$ cat config.mk
export PLATFORM = sky130hd
export DESIGN_NAME = utf8_to_ucs2_decoder_flat
export DESIGN_NICKNAME = d
export VERILOG_FILES = /design/src/hdl/u8dec_pkg.sv /design/src/hdl/u8dec_if.sv /design/src/hdl/u8dec_step.sv /design/src/hdl/utf8_to_ucs2_decoder.sv /design/src/flat_wrapper.sv
export SDC_FILE = /design/constraint.sdc
export NUM_CORES = 1
export LEC_CHECK = 0
export ABC_AREA = 1
export BUFFER_PORTS_ARGS = -buffer_cell sky130_fd_sc_hd__buf_2
export CAP_MARGIN = 20
export CORE_MARGIN = 2
export CORE_UTILIZATION = 59
export CTS_BUF_LIST = sky130_fd_sc_hd__clkbuf_2
export CTS_CLUSTER_SIZE = 16
export DETAILED_ROUTE_END_ITERATION = 7
export PLACE_DENSITY = 0.8
export SETUP_SLACK_MARGIN = 0.02
export SLEW_MARGIN = 20
export SYNTH_ARGS = -nofsm -noshare
export SYNTH_HDL_FRONTEND = slang
export SYNTH_HIERARCHICAL = 1
export SYNTH_SLANG_ARGS = --single-unit
$ cat constraint.sdc
create_clock -name clock -period 5.55 [get_ports clock]
set_input_delay 0.2775 -clock clock [delete_from_list [all_inputs] [get_ports clock]]
set_output_delay 0.2775 -clock clock [all_outputs]
set_load 0.05 [all_outputs]
$ cat src/hdl/u8dec_pkg.sv
// ----------------------------------------------------------------------------
// u8dec_pkg
// Types, codes and helper functions shared by the UTF-8 to UCS-2 decoder.
// ----------------------------------------------------------------------------
package u8dec_pkg;

   localparam int unsigned ByteWidth  = 8;
   localparam int unsigned UnitWidth  = 16;
   localparam int unsigned CountWidth = 16;
   localparam int unsigned PendWidth  = 3;
   localparam int unsigned ShiftWidth = 5;
   localparam int unsigned LenWidth   = 3;
   // wide enough for a one-byte payload shifted by the largest gather offset
   localparam int unsigned GatherWidth = 38;

   localparam logic [UnitWidth-1:0]  ReplacementReset = 16'h003F;
   localparam logic [CountWidth-1:0] CountMax         = 16'hFFFF;
   localparam logic [1:0]            ContTag          = 2'b10;
   localparam logic [5:0]            ContMask         = 6'h3F;

   typedef enum logic [1:0] {
      END_NONE  = 2'd0,
      END_ZERO  = 2'd1,
      END_BAD   = 2'd2,
      END_TRUNC = 2'd3
   } end_status_type;

   typedef struct packed {
      logic [UnitWidth-1:0]  acc;
      logic                  wide;
      logic [PendWidth-1:0]  pend;
      logic [CountWidth-1:0] count;
      logic                  skip;
   } dec_state_type;

   typedef struct packed {
      logic                  char_valid;
      logic [UnitWidth-1:0]  code_unit;
      logic [CountWidth-1:0] char_count;
      logic                  string_done;
      end_status_type        end_status;
   } dec_result_type;

   // number of leading one bits of a byte, 0 to 7
   function automatic logic [LenWidth-1:0] lead_len(input logic [ByteWidth-1:0] b);
      logic [LenWidth-1:0] n;
      case (b) inside
         8'b0???????: n = 3'd0;
         8'b10??????: n = 3'd1;
         8'b110?????: n = 3'd2;
         8'b1110????: n = 3'd3;
         8'b11110???: n = 3'd4;
         8'b111110??: n = 3'd5;
         8'b1111110?: n = 3'd6;
         default:     n = 3'd7;
      endcase
      return n;
   endfunction

endpackage

$ cat src/hdl/u8dec_if.sv
// ----------------------------------------------------------------------------
// u8dec_if
// Valid/ready channels of the decoder: byte requests, results, register writes.
// ----------------------------------------------------------------------------
interface u8dec_req_if;
   logic                              valid;
   logic                              ready;
   logic [u8dec_pkg::ByteWidth-1:0]   in_byte;
   logic                              last_byte;

   modport source (output valid, in_byte, last_byte, input ready);
   modport sink   (input valid, in_byte, last_byte, output ready);
endinterface

interface u8dec_rsp_if;
   logic                              valid;
   logic                              ready;
   logic                              char_valid;
   logic [u8dec_pkg::UnitWidth-1:0]   code_unit;
   logic [u8dec_pkg::CountWidth-1:0]  char_count;
   logic                              string_done;
   logic [1:0]                        end_status;

   modport source (output valid, char_valid, code_unit, char_count, string_done,
                   end_status, input ready);
   modport sink   (input valid, char_valid, code_unit, char_count, string_done,
                   end_status, output ready);
endinterface

interface u8dec_csr_if;
   logic                              valid;
   logic                              ready;
   logic [u8dec_pkg::UnitWidth-1:0]   data;

   modport source (output valid, data, input ready);
   modport sink   (input valid, data, output ready);
endinterface

$ cat src/hdl/u8dec_step.sv
// ----------------------------------------------------------------------------
// u8dec_step
// Per-byte decode: next string state and the result for one byte.
// ----------------------------------------------------------------------------
module u8dec_step (
   input  u8dec_pkg::dec_state_type            state_ff,
   input  logic [u8dec_pkg::ByteWidth-1:0]     in_byte,
   input  logic                                last_byte,
   input  logic [u8dec_pkg::UnitWidth-1:0]     repl_char,
   output u8dec_pkg::dec_state_type            state_in,
   output u8dec_pkg::dec_result_type           result
);

   logic [u8dec_pkg::LenWidth-1:0]    n;
   logic [u8dec_pkg::ByteWidth-1:0]   payload;
   logic [u8dec_pkg::ShiftWidth-1:0]  shift;
   logic [u8dec_pkg::GatherWidth-1:0] shifted;
   logic                              do_gather;
   logic                              emit;
   logic                              done;
   logic [u8dec_pkg::UnitWidth-1:0]   unit;
   u8dec_pkg::end_status_type         status;
   u8dec_pkg::dec_state_type          st;

   assign n       = u8dec_pkg::lead_len(in_byte);
   assign shifted = u8dec_pkg::GatherWidth'(payload) << shift;

   always_comb begin
      st        = state_ff;
      payload   = '0;
      shift     = '0;
      do_gather = 1'b0;
      emit      = 1'b0;
      done      = 1'b0;
      unit      = '0;
      status    = u8dec_pkg::END_NONE;

      if (state_ff.skip) begin
         // drop the byte
      end else if (state_ff.pend != '0) begin
         if (in_byte[7:6] != u8dec_pkg::ContTag) begin
            done   = 1'b1;
            status = u8dec_pkg::END_BAD;
         end else begin
            payload   = {2'b00, in_byte[5:0] & u8dec_pkg::ContMask};
            shift     = u8dec_pkg::ShiftWidth'(state_ff.pend - 3'd1)
                        * u8dec_pkg::ShiftWidth'(6);
            do_gather = 1'b1;
            st.pend   = state_ff.pend - 3'd1;
            if (st.pend == '0) begin
               emit = 1'b1;
            end else if (last_byte) begin
               done   = 1'b1;
               status = u8dec_pkg::END_TRUNC;
            end
         end
      end else if (n == 3'd0) begin
         st.acc  = u8dec_pkg::UnitWidth'(in_byte);
         st.wide = 1'b0;
         emit    = 1'b1;
      end else if (n >= 3'd2 && n <= 3'd6) begin
         st.acc    = '0;
         st.wide   = 1'b0;
         payload   = in_byte & (8'hFF >> (n + 3'd1));
         shift     = u8dec_pkg::ShiftWidth'(n - 3'd1) * u8dec_pkg::ShiftWidth'(6);
         do_gather = 1'b1;
         st.pend   = n - 3'd1;
         if (last_byte) begin
            done   = 1'b1;
            status = u8dec_pkg::END_TRUNC;
         end
      end

      // merge the shifted payload; anything above 16 bits flags the value
      if (do_gather) begin
         if (shifted[u8dec_pkg::GatherWidth-1:u8dec_pkg::UnitWidth] != '0) begin
            st.wide = 1'b1;
         end
         st.acc = st.acc | shifted[u8dec_pkg::UnitWidth-1:0];
      end

      if (emit) begin
         unit = st.wide ? repl_char : st.acc;
         if (st.count != u8dec_pkg::CountMax) begin
            st.count = st.count + 16'd1;
         end
         st.acc  = '0;
         st.wide = 1'b0;
         if (unit == '0) begin
            done   = 1'b1;
            status = u8dec_pkg::END_ZERO;
         end
      end

      if (last_byte) begin
         done = 1'b1;
      end

      result.char_valid  = emit;
      result.code_unit   = unit;
      result.char_count  = st.count;
      result.string_done = done;
      result.end_status  = status;

      state_in = st;
      if (last_byte) begin
         state_in = '0;
      end else if (done) begin
         state_in.skip = 1'b1;
         state_in.pend = '0;
         state_in.acc  = '0;
         state_in.wide = 1'b0;
      end
   end

endmodule

$ cat src/hdl/utf8_to_ucs2_decoder.sv
// ----------------------------------------------------------------------------
// utf8_to_ucs2_decoder
// Byte-serial UTF-8 decoder producing 16-bit code units with string status.
// ----------------------------------------------------------------------------
// Usage:
//   req: one UTF-8 byte per transfer, last_byte set on the final byte of a
//        buffer. The next byte after it starts a new string.
//   rsp: exactly one result per request byte, in order: an optional code
//        unit, the running character count and the end status.
//   csr: write-only replacement character (reset 0x003F), ready always high;
//        write it only while no byte is in flight.
// Path: a req transfer reaches rsp valid via the input register, then the
//   result register. Throughput: one byte per cycle unless rsp stalls; the
//   whole decode of a byte is one shallow pass between the two registers.
// Stall: while rsp is held off, the result register holds and the input
//   register fills; req.ready drops only when both are full, so no byte is
//   lost and upstream resumes as soon as rsp takes a transfer.
// Reset: synchronous, clears both pipeline valids, all string state and
//   sets the replacement character back to '?'.
// ----------------------------------------------------------------------------
module utf8_to_ucs2_decoder (
   input logic       clock,
   input logic       reset,
   u8dec_req_if.sink   req,
   u8dec_rsp_if.source rsp,
   u8dec_csr_if.sink   csr
);

   // input register
   logic                              in_valid_ff;
   logic [u8dec_pkg::ByteWidth-1:0]   in_byte_ff;
   logic                              in_last_ff;

   // result register
   logic                              out_valid_ff;
   u8dec_pkg::dec_result_type         out_ff;
   u8dec_pkg::dec_result_type         out_in;

   // string state and the configured replacement character
   u8dec_pkg::dec_state_type          state_ff;
   u8dec_pkg::dec_state_type          state_in;
   logic [u8dec_pkg::UnitWidth-1:0]   repl_ff;

   logic advance;
   logic take;

   // result stage moves when it is empty or its transfer completes
   assign advance   = !out_valid_ff || rsp.ready;
   assign req.ready = !in_valid_ff || advance;
   assign take      = req.valid && req.ready;
   assign csr.ready = 1'b1;

   u8dec_step u_step (
      .state_ff  (state_ff),
      .in_byte   (in_byte_ff),
      .last_byte (in_last_ff),
      .repl_char (repl_ff),
      .state_in  (state_in),
      .result    (out_in)
   );

   always_ff @(posedge clock) begin
      if (reset) begin
         in_valid_ff  <= 1'b0;
         out_valid_ff <= 1'b0;
         state_ff     <= '0;
         repl_ff      <= u8dec_pkg::ReplacementReset;
      end else begin
         if (req.ready) begin
            in_valid_ff <= req.valid;
         end
         if (advance) begin
            out_valid_ff <= in_valid_ff;
            // advance string state only when a byte is actually decoded
            if (in_valid_ff) begin
               state_ff <= state_in;
            end
         end
         if (csr.valid) begin
            repl_ff <= csr.data;
         end
      end
   end

   // payload registers: no reset
   always_ff @(posedge clock) begin
      if (take) begin
         in_byte_ff <= req.in_byte;
         in_last_ff <= req.last_byte;
      end
      if (advance && in_valid_ff) begin
         out_ff <= out_in;
      end
   end

   assign rsp.valid       = out_valid_ff;
   assign rsp.char_valid  = out_ff.char_valid;
   assign rsp.code_unit   = out_ff.code_unit;
   assign rsp.char_count  = out_ff.char_count;
   assign rsp.string_done = out_ff.string_done;
   assign rsp.end_status  = out_ff.end_status;

endmodule

$ cat src/flat_wrapper.sv
// flat-port wrapper written by rule: the top's interface ports become plain ports
module utf8_to_ucs2_decoder_flat 
  (clock, reset, req_valid, req_in_byte, req_last_byte, req_ready, rsp_valid, rsp_char_valid, rsp_code_unit, rsp_char_count, rsp_string_done, rsp_end_status, rsp_ready, csr_valid, csr_data, csr_ready);
  u8dec_req_if req_i ();
  u8dec_rsp_if rsp_i ();
  u8dec_csr_if csr_i ();
  input logic clock;
  input logic reset;
  input wire logic [$bits(req_i.valid)-1:0] req_valid;
  input wire logic [$bits(req_i.in_byte)-1:0] req_in_byte;
  input wire logic [$bits(req_i.last_byte)-1:0] req_last_byte;
  output wire logic [$bits(req_i.ready)-1:0] req_ready;
  output wire logic [$bits(rsp_i.valid)-1:0] rsp_valid;
  output wire logic [$bits(rsp_i.char_valid)-1:0] rsp_char_valid;
  output wire logic [$bits(rsp_i.code_unit)-1:0] rsp_code_unit;
  output wire logic [$bits(rsp_i.char_count)-1:0] rsp_char_count;
  output wire logic [$bits(rsp_i.string_done)-1:0] rsp_string_done;
  output wire logic [$bits(rsp_i.end_status)-1:0] rsp_end_status;
  input wire logic [$bits(rsp_i.ready)-1:0] rsp_ready;
  input wire logic [$bits(csr_i.valid)-1:0] csr_valid;
  input wire logic [$bits(csr_i.data)-1:0] csr_data;
  output wire logic [$bits(csr_i.ready)-1:0] csr_ready;
  assign req_i.valid = req_valid;
  assign req_i.in_byte = req_in_byte;
  assign req_i.last_byte = req_last_byte;
  assign req_ready = req_i.ready;
  assign rsp_valid = rsp_i.valid;
  assign rsp_char_valid = rsp_i.char_valid;
  assign rsp_code_unit = rsp_i.code_unit;
  assign rsp_char_count = rsp_i.char_count;
  assign rsp_string_done = rsp_i.string_done;
  assign rsp_end_status = rsp_i.end_status;
  assign rsp_i.ready = rsp_ready;
  assign csr_i.valid = csr_valid;
  assign csr_i.data = csr_data;
  assign csr_ready = csr_i.ready;
  utf8_to_ucs2_decoder u_core (.clock(clock), .reset(reset), .req(req_i), .rsp(rsp_i), .csr(csr_i));
endmodule
==> flow_metrics.env <==
export IMPL_status="complete, no violations"
export IMPL_yosysSeqAreaShare_pct=37.8
export IMPL_crit_slowest_cell="edfxtp_1"
export IMPL_start_kind="flop"
export IMPL_drc=0
export IMPL_reg2reg_to="u_core/state_ff[17]"
export IMPL_crit_required_ns=6.09
export IMPL_drtIter0Drc=509
export IMPL_rsz0062_at_grt="no"
export IMPL_synthesis_area_sq_um=6480
export IMPL_dp_final_hpwl_mm=11.0
export IMPL_antenna_found_initial=0
export IMPL_htreeDepth=3
export IMPL_wl_per_cell_um=14.4
export IMPL_fmax_ghz=0.217
export IMPL_cts_path_max_buffers=2
export IMPL_dpl_cell_count=1072
export IMPL_holdPathEnd="u_core/repl_ff[0]"
export IMPL_via_per_inst=5.44
export IMPL_post_cts_setup_buffers=0
export IMPL_grt_usage_pct=28.5
export IMPL_hold_path_startpoint="csr_valid"
export IMPL_ios=69
export IMPL_synth_edff_count=45
export IMPL_slew_violations=0
export IMPL_period_needed_ns=4.62
export IMPL_grt_pass1_vias=5651
export IMPL_die_area_sq_um=11800
export IMPL_final_cells=1118
export IMPL_slew_headroom_pct=41.8
export IMPL_grt_max_degree=77
export IMPL_period_share_pct=83.2
export IMPL_drt_pass1_iter_count=7
export IMPL_fin_nets=1016
export IMPL_end_kind="flop"
export IMPL_wirelength_mm=16.1
export IMPL_finalHoldViolCount=0
export IMPL_grt_overflow=0
export IMPL_drive_gt1_share_pct=15.6
export IMPL_syn_nets=949
export IMPL_ctsHoldBuffers=28
export IMPL_setup_viol=0
export IMPL_worstMarginPinSlew_ns=0.873
export IMPL_die_y_um=109
export IMPL_grt_pass1_wl_mm=26.6
export IMPL_cts_buffers=9
export IMPL_cap_violations=0
export IMPL_synthCells=905
export IMPL_cts_tree="done"
export IMPL_area_growth_pct=10.8
export IMPL_coreArea_sq_um=10800
export IMPL_r2r_setup_slack_ns=0.93
export IMPL_preCtsSetupSlack_ns=1.00
export IMPL_p_leak_nw=3.39
export IMPL_ys_ff_latch=100
export IMPL_setup_ws_ns=0.931
export IMPL_synth_flop_cell="dfxtp_1"
export IMPL_cts_resized=0
export IMPL_cts_root_buf="clkbuf_2"
export IMPL_p_per_area_nw_per_um2=286
export IMPL_worstPathMaxFanout=21
export IMPL_ys_async_sr_fraction_pct=0
export IMPL_hp_class="in2reg"
export IMPL_path_class="reg2reg"
export IMPL_vias=6082
export IMPL_port_buffer_count=67
export IMPL_max_stage_delay_ns=0.57
export IMPL_core_rowCount=38
export IMPL_start_util_pct=60.1
export IMPL_timing_rr_start="u_core/in_byte_ff[7]"
export IMPL_clk_latency_ns=0.61
export IMPL_place_gp_congestion=0.953
export IMPL_finalClockSkew_ns=0.0471
export IMPL_yosysWarnings=6
export IMPL_ant_nets=0
export IMPL_cts_sinks=100
export IMPL_arrival_ns=5.16
export IMPL_critPathMostFrequentCell="nand2_1"
export IMPL_reg2regPathDepth=33
export IMPL_finalPower_mw=2.05
export IMPL_synthDistinctLibCells=52
export IMPL_syn_avg_cell_area_sq_um=7.16
export IMPL_fin_setup_tns_ns=0
export IMPL_ir_drop_v=0.000168
export IMPL_die_w_um=109
export IMPL_worstHoldPathCells=3
export IMPL_clkTransAtPathRegs_ns=0.32
-- final cells by class --
| class | instances | area, sq um |
|---|---|---|
| Sequential cell | 100 | 2450 |
| Timing Repair Buffer | 101 | 681 |
| Tap cell | 140 | 175 |
| Inverter | 147 | 554 |
| Multi-Input combinational cell | 613 | 3180 |
| Antenna cell | 1 | 2.50 |
| Clock buffer | 10 | 50.0 |
| Clock inverter | 6 | 82.6 |
| Fill cell | 947 | 3610 |
-- synth_stat cells (2+ instances only) --
cell	number	share of area, %
a21oi_1	61	4.7
a32o_1	2	0.31
buf_1	3	0.17
buf_2	9	0.69
buf_4	7	0.81
buf_6	12	2.1
clkbuf_1	13	0.75
clkinv_1	3	0.17
dfxtp_1	55	17
edfxtp_1	45	21
fa_1	3	0.93
ha_1	11	2.1
inv_1	131	7.6
inv_2	12	0.69
nand2_1	173	10
nand2_2	16	1.5
nand2_4	8	1.4
nand3_1	100	7.7
nand3_2	4	0.62
nand3b_1	2	0.23
nand4_1	28	2.7
nor2_1	115	6.7
nor2_2	7	0.68
nor3_1	6	0.46
nor4_1	2	0.19
o21ai_0	26	2.0
o21ai_1	4	0.31
o21ai_2	4	0.54
o221ai_1	5	0.68
or2_2	2	0.19
xnor2_1	5	0.68
xor2_1	11	1.5
-- sequential cells by signal, indices dropped and copies added (netlist names) --
register / flops
u_core/state_ff: 37
u_core/in_byte_ff: 8
u_core/repl_ff: 16
u_core/rsp.end_status: 2
u_core/in_valid_ff: 1
u_core/rsp.code_unit: 16
u_core/rsp.valid: 1
u_core/rsp.char_count: 16
u_core/rsp.string_done: 1
u_core/rsp.char_valid: 1
u_core/in_last_ff: 1
-- stage by stage --
stage / utilization, % / area, sq um / hold slack [ns]
after floorplan: - / 6480 / 0.347
after global placement: 62.4 / 6740 / 0.443
after detailed placement: 62.4 / 6740 / 0.446
after CTS: 66.2 / 7150 / 0.0111
after global routing: 66.5 / 7180 / 0.00478
final: 66.5 / 7180 / 0.0406
-- layer usage --
metal | track usage, % | routed length (um) | share of wire, % | vias to the layer above
li1 | - | - | - | 3052
met1 | 36.5 | 7130 | 44 | 2793
met2 | 48.7 | 7750 | 48 | 202
met3 | 4.18 | 783 | 4.9 | 35
met4 | 10.9 | 403 | 2.5 | 0
met5 | 0 | 0 | 0 | -
-- worst max-delay path: cells and delay by family (launching register included) --
family / cells / cell delay, ns
xor+xnor: 1 / 0.32
fa+ha+maj: 2 / 0.69
simple gates: 23 / 2.26
buf+inv: 5 / 0.50
compound gates: 2 / 0.20
flops: 1 / 0.57
-- worst max-delay path by stage --
stage | startpoint | to
2_1_floorplan | u_core/in_byte_ff[7] | u_core/state_ff[17]
3_3_place_gp | u_core/in_byte_ff[7] | u_core/state_ff[19]
3_5_place_dp | u_core/in_byte_ff[7] | u_core/state_ff[0]
4_1_cts | u_core/in_byte_ff[7] | u_core/state_ff[0]
5_1_grt | u_core/in_byte_ff[7] | u_core/state_ff[0]
6_report | u_core/in_byte_ff[7] | u_core/state_ff[17]
-- power breakdown --
group	internal, mW	total (mW)	switching (mW)
sequential	0.832	0.868	0.0357
combinational	0.244	0.801	0.557
clock	0.116	0.386	0.270
-- placed cells by master (no fill, tap or decap), types with 2 or more instances in the layout --
cell	n
dfxtp_1	54
nand2_2	17
a32o_1	2
clkinv_1	3
nand3b_1	2
inv_2	12
inv_1	131
clkbuf_2	10
nor3_1	6
buf_2	67
xor2_1	11
nand2_1	172
dlygate4sd3_1	28
nand3_1	100
ha_1	11
nor2_2	7
buf_4	5
nor4_1	2
o221ai_1	5
nand4_1	28
a21oi_4	2
o21ai_0	26
or2_2	2
xnor2_1	5
nand2_4	8
nor2_1	115
fa_1	3
edfxtp_1	45
nand3_2	4
a21oi_1	60
o21ai_1	3
o21ai_2	5
-- cell families after synthesis --
kind of cell               after synthesis  share of synthesized area, %
other                                    1                        0.0578
buffers and inverters                  192                          13.4
xor gates and xnor gates                16                          2.16
and+or+nand+nor                        468                          33.4
adders and majority gates               14                          3.05
DFF                                    100                          37.8
AOI/OAI and AO/OA                      114                          10.1
Power figures use the tool's default switching activity.
